File: src/rtl/fp16_to_int8_affine_quantizer_core_defines.svh
// Assertion macros shared by the quantizer RTL.
`ifndef FP16_TO_INT8_AFFINE_QUANTIZER_CORE_DEFINES_SVH
`define FP16_TO_INT8_AFFINE_QUANTIZER_CORE_DEFINES_SVH

// Same-cycle implication, sampled on clk, off while rst_n is low.
`define FP2I_ASSERT_NOW(lbl, ante, cons, msg) \
    lbl: assert property (@(posedge clk) disable iff (!rst_n) (ante) |-> (cons)) else $error(msg);

// Next-cycle implication, sampled on clk, off while rst_n is low.
`define FP2I_ASSERT_NEXT(lbl, ante, cons, msg) \
    lbl: assert property (@(posedge clk) disable iff (!rst_n) (ante) |=> (cons)) else $error(msg);

`endif

File: src/rtl/fp2i_pkg.sv
// Shared types, codes and widths of the fp16 to int8 quantizer.
package fp2i_pkg;

    localparam int SIG_W     = 24;          // single precision significand, hidden bit included
    localparam int REM_W     = SIG_W + 1;   // partial remainder, always below twice the divisor
    localparam int QUO_W     = SIG_W + 1;   // significand plus round bit
    localparam int EXP_W     = 10;          // unbiased exponent, signed
    localparam int DIV_CELLS = QUO_W;       // one quotient bit per cell

    // Result class carried down the pipe
    localparam logic [1:0] SPEC_NUM  = 2'd0;
    localparam logic [1:0] SPEC_ZERO = 2'd1;
    localparam logic [1:0] SPEC_SAT  = 2'd2;

    // Configuration register indexes
    localparam logic [1:0] REG_SCALE    = 2'd0;
    localparam logic [1:0] REG_ZERO_OFS = 2'd1;
    localparam logic [1:0] REG_UNSIGNED = 2'd2;

    typedef struct packed {
        logic                    last;
        logic                    sign;
        logic [1:0]              spec;
        logic signed [EXP_W-1:0] exp;
        logic [REM_W-1:0]        rem;
        logic [QUO_W-1:0]        quo;
    } fp2i_item_t;

endpackage

File: src/rtl/fp16_to_int8_affine_quantizer_core.sv
// Top level: fp16 in, scale division, round to integer, zero point, byte clamp.
//
//  channel | handshake            | payload
//  --------+----------------------+------------------------------
//  in      | in_valid / in_stall  | half_value[15:0], last_in
//  out     | out_valid / out_stall| quant_byte[7:0], last_out
//  cfg     | cfg_valid / cfg_ready| cfg_index[1:0], cfg_data[31:0]
//
// One item per cycle sustained while the skid register is empty; the path runs
// through 29 registers: prep stage loaded at the accepting edge, 25 division cells,
// fp32 round, integer round, output register.
// The division chain is one cell per quotient bit, so the cell count sets latency.
// rst_n is asynchronous, active low; clears valids and config (scale = 1.0).
// A stalled output item holds; one more item lands in the skid register, and
// in_stall rises only while the skid register is full. cfg_ready is always high.
`include "fp16_to_int8_affine_quantizer_core_defines.svh"

module fp16_to_int8_affine_quantizer_core
(
    input  logic        clk,
    input  logic        rst_n,

    input  logic        in_valid,
    output logic        in_stall,
    input  logic [15:0] half_value,
    input  logic        last_in,

    output logic        out_valid,
    input  logic        out_stall,
    output logic [7:0]  quant_byte,
    output logic        last_out,

    input  logic        cfg_valid,
    output logic        cfg_ready,
    input  logic [1:0]  cfg_index,
    input  logic [31:0] cfg_data
);

    localparam int SIG_W = fp2i_pkg::SIG_W;
    localparam int EXP_W = fp2i_pkg::EXP_W;
    localparam int NC    = fp2i_pkg::DIV_CELLS;

    // ------------------------------------------------------------------
    // Configuration. The scale is decoded at write time: class flags plus
    // a normalized significand and unbiased exponent for the divider.
    // ------------------------------------------------------------------
    logic                    s_nan_reg, s_inf_reg, s_zero_reg, s_sign_reg;
    logic [SIG_W-1:0]        s_sig_reg;
    logic signed [EXP_W-1:0] s_exp_reg;
    logic signed [31:0]      zero_ofs_reg;
    logic                    unsigned_out_reg;

    logic [7:0]              cs_e;
    logic [22:0]             cs_m;
    logic [4:0]              cs_p;
    logic [SIG_W-1:0]        cs_sig;
    logic signed [EXP_W-1:0] cs_exp;

    always_comb
    begin
        cs_e = cfg_data[30:23];
        cs_m = cfg_data[22:0];
        cs_p = '0;
        for (int i = 0; i < 23; i++)
        begin
            if (cs_m[i])
            begin
                cs_p = 5'(i);
            end
        end
        if (cs_e == 8'd0)
        begin
            // subnormal scale: bring the leading one to the hidden bit
            cs_sig = SIG_W'({1'b0, cs_m} << (5'd23 - cs_p));
            cs_exp = $signed({5'b0, cs_p}) - 10'sd149;
        end
        else
        begin
            cs_sig = {1'b1, cs_m};
            cs_exp = $signed({2'b0, cs_e}) - 10'sd127;
        end
    end

    assign cfg_ready = 1'b1;

    always_ff @(posedge clk or negedge rst_n)
    begin
        if (!rst_n)
        begin
            s_nan_reg        <= 1'b0;
            s_inf_reg        <= 1'b0;
            s_zero_reg       <= 1'b0;
            s_sign_reg       <= 1'b0;
            s_sig_reg        <= {1'b1, {(SIG_W-1){1'b0}}};
            s_exp_reg        <= '0;
            zero_ofs_reg     <= '0;
            unsigned_out_reg <= 1'b0;
        end
        else if (cfg_valid && cfg_ready)
        begin
            unique case (cfg_index)
                fp2i_pkg::REG_SCALE:
                begin
                    s_nan_reg  <= (cs_e == 8'hFF) && (cs_m != '0);
                    s_inf_reg  <= (cs_e == 8'hFF) && (cs_m == '0);
                    s_zero_reg <= (cs_e == 8'h00) && (cs_m == '0);
                    s_sign_reg <= cfg_data[31];
                    s_sig_reg  <= cs_sig;
                    s_exp_reg  <= cs_exp;
                end
                fp2i_pkg::REG_ZERO_OFS:
                begin
                    zero_ofs_reg <= $signed(cfg_data);
                end
                fp2i_pkg::REG_UNSIGNED:
                begin
                    unsigned_out_reg <= cfg_data[0];
                end
                default:
                begin
                    // unmapped index: write is dropped
                end
            endcase
        end
    end

    // ------------------------------------------------------------------
    // Pipe control: everything moves unless the skid register is full.
    // ------------------------------------------------------------------
    logic skid_full_reg;
    logic en;

    assign en       = !skid_full_reg;
    assign in_stall = skid_full_reg;

    // ------------------------------------------------------------------
    // Prep stage: widen the half, classify, align dividend to divisor.
    // ------------------------------------------------------------------
    logic                    h_sign;
    logic [4:0]              h_e;
    logic [9:0]              h_m;
    logic [3:0]              h_p;
    logic [10:0]             x_sig;
    logic signed [EXP_W-1:0] x_exp;
    logic                    x_nan, x_inf, x_zero;
    logic [SIG_W-1:0]        dvd;
    logic                    adj;
    fp2i_pkg::fp2i_item_t    prep_next;

    always_comb
    begin
        h_sign = half_value[15];
        h_e    = half_value[14:10];
        h_m    = half_value[9:0];
        h_p    = '0;
        for (int i = 0; i < 10; i++)
        begin
            if (h_m[i])
            begin
                h_p = 4'(i);
            end
        end
        x_nan  = (h_e == 5'h1F) && (h_m != '0);
        x_inf  = (h_e == 5'h1F) && (h_m == '0);
        x_zero = (h_e == 5'h00) && (h_m == '0);
        if (h_e == 5'h00)
        begin
            x_sig = 11'({1'b0, h_m} << (4'd10 - h_p));
            x_exp = $signed({6'b0, h_p}) - 10'sd24;
        end
        else
        begin
            x_sig = {1'b1, h_m};
            x_exp = $signed({5'b0, h_e}) - 10'sd15;
        end

        dvd = {x_sig, 13'b0};
        adj = dvd < s_sig_reg;

        prep_next.last = last_in;
        prep_next.sign = h_sign ^ s_sign_reg;
        prep_next.quo  = '0;
        prep_next.rem  = adj ? {dvd, 1'b0} : {1'b0, dvd};
        prep_next.exp  = x_exp - s_exp_reg - $signed({9'b0, adj});

        // IEEE special cases; NaN results collapse to integer zero
        priority if (x_nan || s_nan_reg)
            prep_next.spec = fp2i_pkg::SPEC_ZERO;
        else if (x_inf)
            prep_next.spec = s_inf_reg ? fp2i_pkg::SPEC_ZERO : fp2i_pkg::SPEC_SAT;
        else if (x_zero)
            prep_next.spec = fp2i_pkg::SPEC_ZERO;
        else if (s_inf_reg)
            prep_next.spec = fp2i_pkg::SPEC_ZERO;
        else if (s_zero_reg)
            prep_next.spec = fp2i_pkg::SPEC_SAT;
        else
            prep_next.spec = fp2i_pkg::SPEC_NUM;
    end

    logic                 chain_valid [NC+1];
    fp2i_pkg::fp2i_item_t chain_item  [NC+1];
    logic                 prep_valid_reg;
    fp2i_pkg::fp2i_item_t prep_item_reg;

    always_ff @(posedge clk or negedge rst_n)
    begin
        if (!rst_n)
        begin
            prep_valid_reg <= 1'b0;
        end
        else if (en)
        begin
            prep_valid_reg <= in_valid;
        end
    end

    always_ff @(posedge clk)
    begin
        if (en)
        begin
            prep_item_reg <= prep_next;
        end
    end

    assign chain_valid[0] = prep_valid_reg;
    assign chain_item[0]  = prep_item_reg;

    // ------------------------------------------------------------------
    // Division chain: one quotient bit per cell, MSB first.
    // ------------------------------------------------------------------
    for (genvar g = 0; g < NC; g++)
    begin : g_cell
        fp2i_div_cell u_cell
        (
            .clk       (clk),
            .rst_n     (rst_n),
            .en        (en),
            .divisor   (s_sig_reg),
            .in_valid  (chain_valid[g]),
            .in_item   (chain_item[g]),
            .out_valid (chain_valid[g+1]),
            .out_item  (chain_item[g+1])
        );
    end

    // ------------------------------------------------------------------
    // Round quotient to single precision (nearest even, remainder = sticky).
    // Out-of-range exponents fold into saturate or zero here.
    // ------------------------------------------------------------------
    fp2i_pkg::fp2i_item_t    q;
    logic                    q_up;
    logic [SIG_W:0]          q_sum;
    logic [SIG_W-1:0]        r1_sig_next;
    logic signed [EXP_W-1:0] r1_exp_next;
    logic [1:0]              r1_spec_next;

    always_comb
    begin
        q     = chain_item[NC];
        q_up  = q.quo[0] && ((q.rem != '0) || q.quo[1]);
        q_sum = {1'b0, q.quo[SIG_W:1]} + (SIG_W+1)'(q_up);
        if (q_sum[SIG_W])
        begin
            r1_sig_next = q_sum[SIG_W:1];
            r1_exp_next = q.exp + 10'sd1;
        end
        else
        begin
            r1_sig_next = q_sum[SIG_W-1:0];
            r1_exp_next = q.exp;
        end
        r1_spec_next = q.spec;
        if (q.spec == fp2i_pkg::SPEC_NUM)
        begin
            if (r1_exp_next > 10'sd30)
                r1_spec_next = fp2i_pkg::SPEC_SAT;
            else if (r1_exp_next < -10'sd1)
                r1_spec_next = fp2i_pkg::SPEC_ZERO;
        end
    end

    logic                    r1_valid_reg;
    logic                    r1_last_reg, r1_sign_reg;
    logic [1:0]              r1_spec_reg;
    logic [SIG_W-1:0]        r1_sig_reg;
    logic signed [EXP_W-1:0] r1_exp_reg;

    always_ff @(posedge clk or negedge rst_n)
    begin
        if (!rst_n)
        begin
            r1_valid_reg <= 1'b0;
        end
        else if (en)
        begin
            r1_valid_reg <= chain_valid[NC];
        end
    end

    always_ff @(posedge clk)
    begin
        if (en)
        begin
            r1_last_reg <= q.last;
            r1_sign_reg <= q.sign;
            r1_spec_reg <= r1_spec_next;
            r1_sig_reg  <= r1_sig_next;
            r1_exp_reg  <= r1_exp_next;
        end
    end

    // ------------------------------------------------------------------
    // Round to integer, ties to even. Exponent is -1..30 for numbers.
    // ------------------------------------------------------------------
    logic [47:0]        ir_ext;
    logic [SIG_W-1:0]   ir_trunc;
    logic               ir_up;
    logic [30:0]        ir_mag;
    logic signed [32:0] r2_val_next;

    always_comb
    begin
        ir_ext   = {r1_sig_reg, 24'b0} >> 5'(10'sd23 - r1_exp_reg);
        ir_trunc = ir_ext[47:24];
        ir_up    = ir_ext[23] && ((ir_ext[22:0] != '0) || ir_trunc[0]);
        if (r1_exp_reg >= 10'sd23)
            ir_mag = 31'(r1_sig_reg) << 3'(r1_exp_reg - 10'sd23);
        else
            ir_mag = 31'(ir_trunc) + 31'(ir_up);

        unique case (r1_spec_reg)
            fp2i_pkg::SPEC_NUM:
                r2_val_next = r1_sign_reg ? -$signed({2'b0, ir_mag}) : $signed({2'b0, ir_mag});
            fp2i_pkg::SPEC_SAT:
                r2_val_next = r1_sign_reg ? -33'sd2147483648 : 33'sd2147483647;
            default:
                r2_val_next = '0;
        endcase
    end

    logic               r2_valid_reg;
    logic               r2_last_reg;
    logic signed [32:0] r2_val_reg;

    always_ff @(posedge clk or negedge rst_n)
    begin
        if (!rst_n)
        begin
            r2_valid_reg <= 1'b0;
        end
        else if (en)
        begin
            r2_valid_reg <= r1_valid_reg;
        end
    end

    always_ff @(posedge clk)
    begin
        if (en)
        begin
            r2_last_reg <= r1_last_reg;
            r2_val_reg  <= r2_val_next;
        end
    end

    // ------------------------------------------------------------------
    // Zero point at full width, then clamp to the byte range.
    // ------------------------------------------------------------------
    logic signed [33:0] zp_sum;
    logic signed [33:0] zp_lo, zp_hi;
    logic [7:0]         fin_byte;

    always_comb
    begin
        zp_sum = {r2_val_reg[32], r2_val_reg} + {{2{zero_ofs_reg[31]}}, zero_ofs_reg};
        zp_lo  = unsigned_out_reg ? 34'sd0   : -34'sd128;
        zp_hi  = unsigned_out_reg ? 34'sd255 : 34'sd127;
        priority if (zp_sum < zp_lo)
            fin_byte = zp_lo[7:0];
        else if (zp_sum > zp_hi)
            fin_byte = zp_hi[7:0];
        else
            fin_byte = zp_sum[7:0];
    end

    // ------------------------------------------------------------------
    // Output register plus one-deep skid.
    // ------------------------------------------------------------------
    logic       out_valid_reg;
    logic [7:0] out_byte_reg, skid_byte_reg;
    logic       out_last_reg, skid_last_reg;
    logic       out_free;

    assign out_free = !out_valid_reg || !out_stall;

    always_ff @(posedge clk or negedge rst_n)
    begin
        if (!rst_n)
        begin
            out_valid_reg <= 1'b0;
            skid_full_reg <= 1'b0;
        end
        else if (skid_full_reg)
        begin
            if (out_free)
            begin
                out_valid_reg <= 1'b1;
                skid_full_reg <= 1'b0;
            end
        end
        else if (r2_valid_reg)
        begin
            if (out_free)
                out_valid_reg <= 1'b1;
            else
                skid_full_reg <= 1'b1;
        end
        else if (out_free)
        begin
            out_valid_reg <= 1'b0;
        end
    end

    always_ff @(posedge clk)
    begin
        if (skid_full_reg)
        begin
            if (out_free)
            begin
                out_byte_reg <= skid_byte_reg;
                out_last_reg <= skid_last_reg;
            end
        end
        else if (r2_valid_reg)
        begin
            if (out_free)
            begin
                out_byte_reg <= fin_byte;
                out_last_reg <= r2_last_reg;
            end
            else
            begin
                skid_byte_reg <= fin_byte;
                skid_last_reg <= r2_last_reg;
            end
        end
    end

    assign out_valid  = out_valid_reg;
    assign quant_byte = out_byte_reg;
    assign last_out   = out_last_reg;

    // ------------------------------------------------------------------
    // Checks
    // ------------------------------------------------------------------
    logic skid_load;
    logic r1_num;
    logic r1_exp_ok;

    assign skid_load = !skid_full_reg && r2_valid_reg && !out_free;
    assign r1_num    = r1_valid_reg && (r1_spec_reg == fp2i_pkg::SPEC_NUM);
    assign r1_exp_ok = (r1_exp_reg <= 10'sd30) && (r1_exp_reg >= -10'sd1);

    `FP2I_ASSERT_NOW(a_skid_behind_out, skid_full_reg, out_valid_reg, "skid full, output empty")
    `FP2I_ASSERT_NEXT(a_skid_fills, skid_load, skid_full_reg, "stalled item not in skid")
    `FP2I_ASSERT_NEXT(a_skid_drains, skid_full_reg && !out_stall, !skid_full_reg, "skid stuck")
    `FP2I_ASSERT_NOW(a_num_exp_range, r1_num, r1_exp_ok, "integer stage exponent out of range")

endmodule

File: src/rtl/fp2i_div_cell.sv
// One restoring-division cell: develops one quotient bit per item.
module fp2i_div_cell
(
    input  logic                          clk,
    input  logic                          rst_n,
    input  logic                          en,
    input  logic [fp2i_pkg::SIG_W-1:0]    divisor,
    input  logic                          in_valid,
    input  fp2i_pkg::fp2i_item_t          in_item,
    output logic                          out_valid,
    output fp2i_pkg::fp2i_item_t          out_item
);

    logic                          valid_reg;
    fp2i_pkg::fp2i_item_t          item_reg;
    fp2i_pkg::fp2i_item_t          item_next;
    logic                          ge;
    logic [fp2i_pkg::REM_W-1:0]    diff;

    always_comb
    begin
        ge        = in_item.rem >= {1'b0, divisor};
        diff      = ge ? (in_item.rem - {1'b0, divisor}) : in_item.rem;
        item_next = in_item;
        // diff < divisor, so the shift never loses a bit
        item_next.rem = {diff[fp2i_pkg::REM_W-2:0], 1'b0};
        item_next.quo = {in_item.quo[fp2i_pkg::QUO_W-2:0], ge};
    end

    always_ff @(posedge clk or negedge rst_n)
    begin
        if (!rst_n)
        begin
            valid_reg <= 1'b0;
        end
        else if (en)
        begin
            valid_reg <= in_valid;
        end
    end

    always_ff @(posedge clk)
    begin
        if (en)
        begin
            item_reg <= item_next;
        end
    end

    assign out_valid = valid_reg;
    assign out_item  = item_reg;

endmodule

File: config.mk
export PLATFORM = sky130hd
export DESIGN_NAME = fp16_to_int8_affine_quantizer_core
export DESIGN_NICKNAME = d
export VERILOG_FILES = /design/src/rtl/fp2i_pkg.sv /design/src/rtl/fp16_to_int8_affine_quantizer_core.sv /design/src/rtl/fp2i_div_cell.sv
export VERILOG_INCLUDE_DIRS = /design/src /design/src/rtl
export SDC_FILE = /design/constraint.sdc
export NUM_CORES = 2
export LEC_CHECK = 0
export ABC_AREA = 1
export BUFFER_PORTS_ARGS = -buffer_cell sky130_fd_sc_hd__buf_2
export CAP_MARGIN = 20
export CORE_MARGIN = 3
export CORE_UTILIZATION = 37
export CTS_BUF_LIST = sky130_fd_sc_hd__clkbuf_2 sky130_fd_sc_hd__clkbuf_4 sky130_fd_sc_hd__clkbuf_8
export DETAILED_ROUTE_END_ITERATION = 8
export GPL_TIMING_DRIVEN = 1
export SYNTH_ARGS = -nofsm -noshare
export SYNTH_HDL_FRONTEND = slang
export SYNTH_SLANG_ARGS = --single-unit
export TNS_END_PERCENT = 5
File: constraint.sdc
create_clock -name clk -period 69.4 [get_ports clk]
set_clock_uncertainty 0.05 [all_clocks]
set_input_delay 10.41 -clock clk [delete_from_list [all_inputs] [get_ports clk]]
set_output_delay 10.41 -clock clk [all_outputs]
set_load 0.02 [all_outputs]
==> impl_metrics.yaml <==
finish:
  finalNetCount: 9945
  area_growth_pct: 10.7
  final_common_cell: "nand2_1"
  num-fill-cells: 22600
  largest_reg_flops: 1275
  drive_gt1_share_pct: 8.10
  instances_no_fill: 12500
  layout_common_cells: "nand2_1, edfxtp_1, a21oi_1"
logic_synthesis:
  ys_seq_elements: 1491
  synthArstFlopShare_pct: 6.71
  yosysSeqAreaShare_pct: 51.0
  synth_cells: 8955
  synth_flop_cell: "edfxtp_1"
  synth-edff-count: 1391
  synth_nets: 9725
  ys_warn_count: 0
  synth_cell_types: 77
  netlist_area_sq_mm: 0.0868
  syn_area_per_cell_sq_um: 9.70
global_route:
  grt_pass1_vias: 62900
  antenna_found_initial: 9
  grt_max_degree: 182
  grt_pass1_wl_um: 354000
  grt_overflow_total: 0
  grt_use_total_pct: 18.5
setup_path:
  end_kind: "flip-flop"
  cp-start-kind: "input pin"
  critPathMaxStageDelay_ns: 0.60
  cp.arrival_ns: 16.03
  reg2regPathDepth: 7
  crit_slowest_cell: "o21ai_0"
  cpMostUsedCell: "a21oi_1"
  cp.required_ns: 70.08
  cp_max_fo: 8
  path_class: "input pin to flip-flop"
place:
  dpl.cell_count: 12000
  io_buffers: 66
  gp_congestion: 0.887
  dp_hpwl_um: 161000
clock_tree:
  clock_sinks: 1491
  htreeDepth: 5
  cts_hold_buffers: 0
  cts_resized: 0
  cts_made_buffers: 275
  clock_latency_ns: 1.00
  clock_path_buffers: 4
  cts_tree: "yes"
  path_clk_slew_ns: 0.06
  cts_setup_buffers: 0
  cts_root_buf: "clkbuf_8"
power_and_ir_drop:
  power_density_mw_per_mm2: 56.9
  ir_drop_uv: 25.4
  p_leak_nw: 39.5
routing:
  post_drt_wl_per_cell_um: 18.2
  viasPerCell: 5.18
  wl_um: 228000
  detail-route-antenna-nets: 0
  vias: 64700
  drt_iter0_drc: 5014
  route.detailed.drc: 0
  drt_first_pass_iters: 7
die:
  io_pins: 68
  core_sq_mm: 0.233
  die_w_um: 490
  dieArea_sq_mm: 0.241
  std_cell_rows: 177
  start_util_pct: 37.3
  die_h_um: 490
hold_path:
  hold_path_class: "flip-flop to flip-flop"
  holdPathStages: 0
timing:
  worstMarginPinSlew_ns: 1.05
  relSlewSlack_pct: 30.2
  setup_viol: 0
  period_minus_slack_ns: 15.35
  fin_crit_sh_pct: 22.1
  final_max_slew_viol_count: 0
  tns_ns: 0
  max_freq_mhz: 65.1
  rsz0062_at_grt: "false"
  final-hold-violation-count: 0
run:
  drv_cap: 0
run_status:
  status: "finished clean"
## power breakdown
| group | switching [W] | internal [W] | leakage [nW] |
|---|---|---|---|
| combinational | 0.00174 | 0.000989 | 21.3 |
| clock | 0.000365 | 0.000441 | 2.68 |
| sequential | 0.000238 | 0.00170 | 15.6 |
| total | 0.00234 | 0.00313 | 39.5 |
## path summary, 6_finish.rpt
path                                           startpoint                              to  slack, ns
setup / recovery                            half_value[2]                chain_item[1659]      54.05
hold / removal             g_cell[14].u_cell.out_item[14]  g_cell[15].u_cell.out_item[15]       0.33
setup reg to reg                                 in_stall   g_cell[9].u_cell.out_item[45]      63.71
hold reg to reg            g_cell[14].u_cell.out_item[14]  g_cell[15].u_cell.out_item[15]       0.33
max in group asynchronous                           rst_n                    s_sig_reg[0]      58.58
min in group asynchronous                           rst_n     g_cell[23].u_cell.out_valid       9.31
## synth_stat cells, drive strengths merged, types with 16 or more instances
cell type,count,share of area [%]
clkbuf,85,0.37
xor2,235,2.4
nand2,1586,7.0
edfxtp,1391,48
ha,687,9.9
o21ai,530,3.1
or2,18,0.13
nor2,1022,4.6
nor4,39,0.28
a21oi,1250,7.3
a21boi,21,0.18
fa,27,0.62
o211ai,16,0.14
xnor2,370,3.7
inv,615,2.7
a211oi,23,0.21
nand4,108,0.79
nor3,70,0.41
dfrtp,99,2.9
buf,128,0.89
nand3,458,2.7
## cells by family after synthesis
family,count (synthesis),share of synthesized area (%)
AO/OA/AOI/OAI,1958,12.0
XOR/XNOR,605,6.10
adder cells (fa/ha/maj),714,10.5
buffers and inverters,834,3.94
flip-flops,1491,51.0
multiplexers,15,0.202
other,1,0.00432
AND/OR/NAND/NOR,3337,16.3
## cell type report
class	instances	area, sq um	area share [%]
inverter	621	2340	2.43
antenna	4	10.0	0.0104
clock inverter	97	574	0.597
clock buffer	363	4530	4.71
tap	3132	3920	4.08
sequential	1491	44300	46.1
multi-input combinational	6630	39400	40.9
timing repair buffer	156	1140	1.19
## worst max-delay path: cells and delay by family
family	cells	cell delay, ns
AND/OR/NAND/NOR	11	1.15
AO/OA/AOI/OAI	13	2.68
XOR/XNOR	1	0.13
buffers and inverters	5	0.68
adder cells (fa/ha/maj)	3	0.95
## layer usage
metal	track usage (%)	up-vias	part of all wire, %
li1	-	32000	-
met1	24.8	30600	45
met2	30.3	1633	46
met3	2.70	463	4.8
met4	6.84	2	3.6
met5	0	-	0.0088
## stage by stage
| step | util, % | power (W) | setup slack, ns | hold WS (ns) | area [sq um] |
|---|---|---|---|---|---|
| global placement | 39.0 | 0.00459 | 52.31 | 0.350 | 90800 |
| CTS | 41.2 | 0.00549 | 54.11 | 0.322 | 96000 |
| floorplan | - | 0.00422 | 29.25 | 0.350 | 86800 |
| global route | 41.3 | 0.00593 | 53.47 | 0.339 | 96200 |
| detailed placement | 39.0 | 0.00463 | 53.06 | 0.355 | 90900 |
| finish | 41.3 | 0.00547 | 54.05 | 0.333 | 96200 |
No activity file was read; power rests on OpenSTA's default activity.
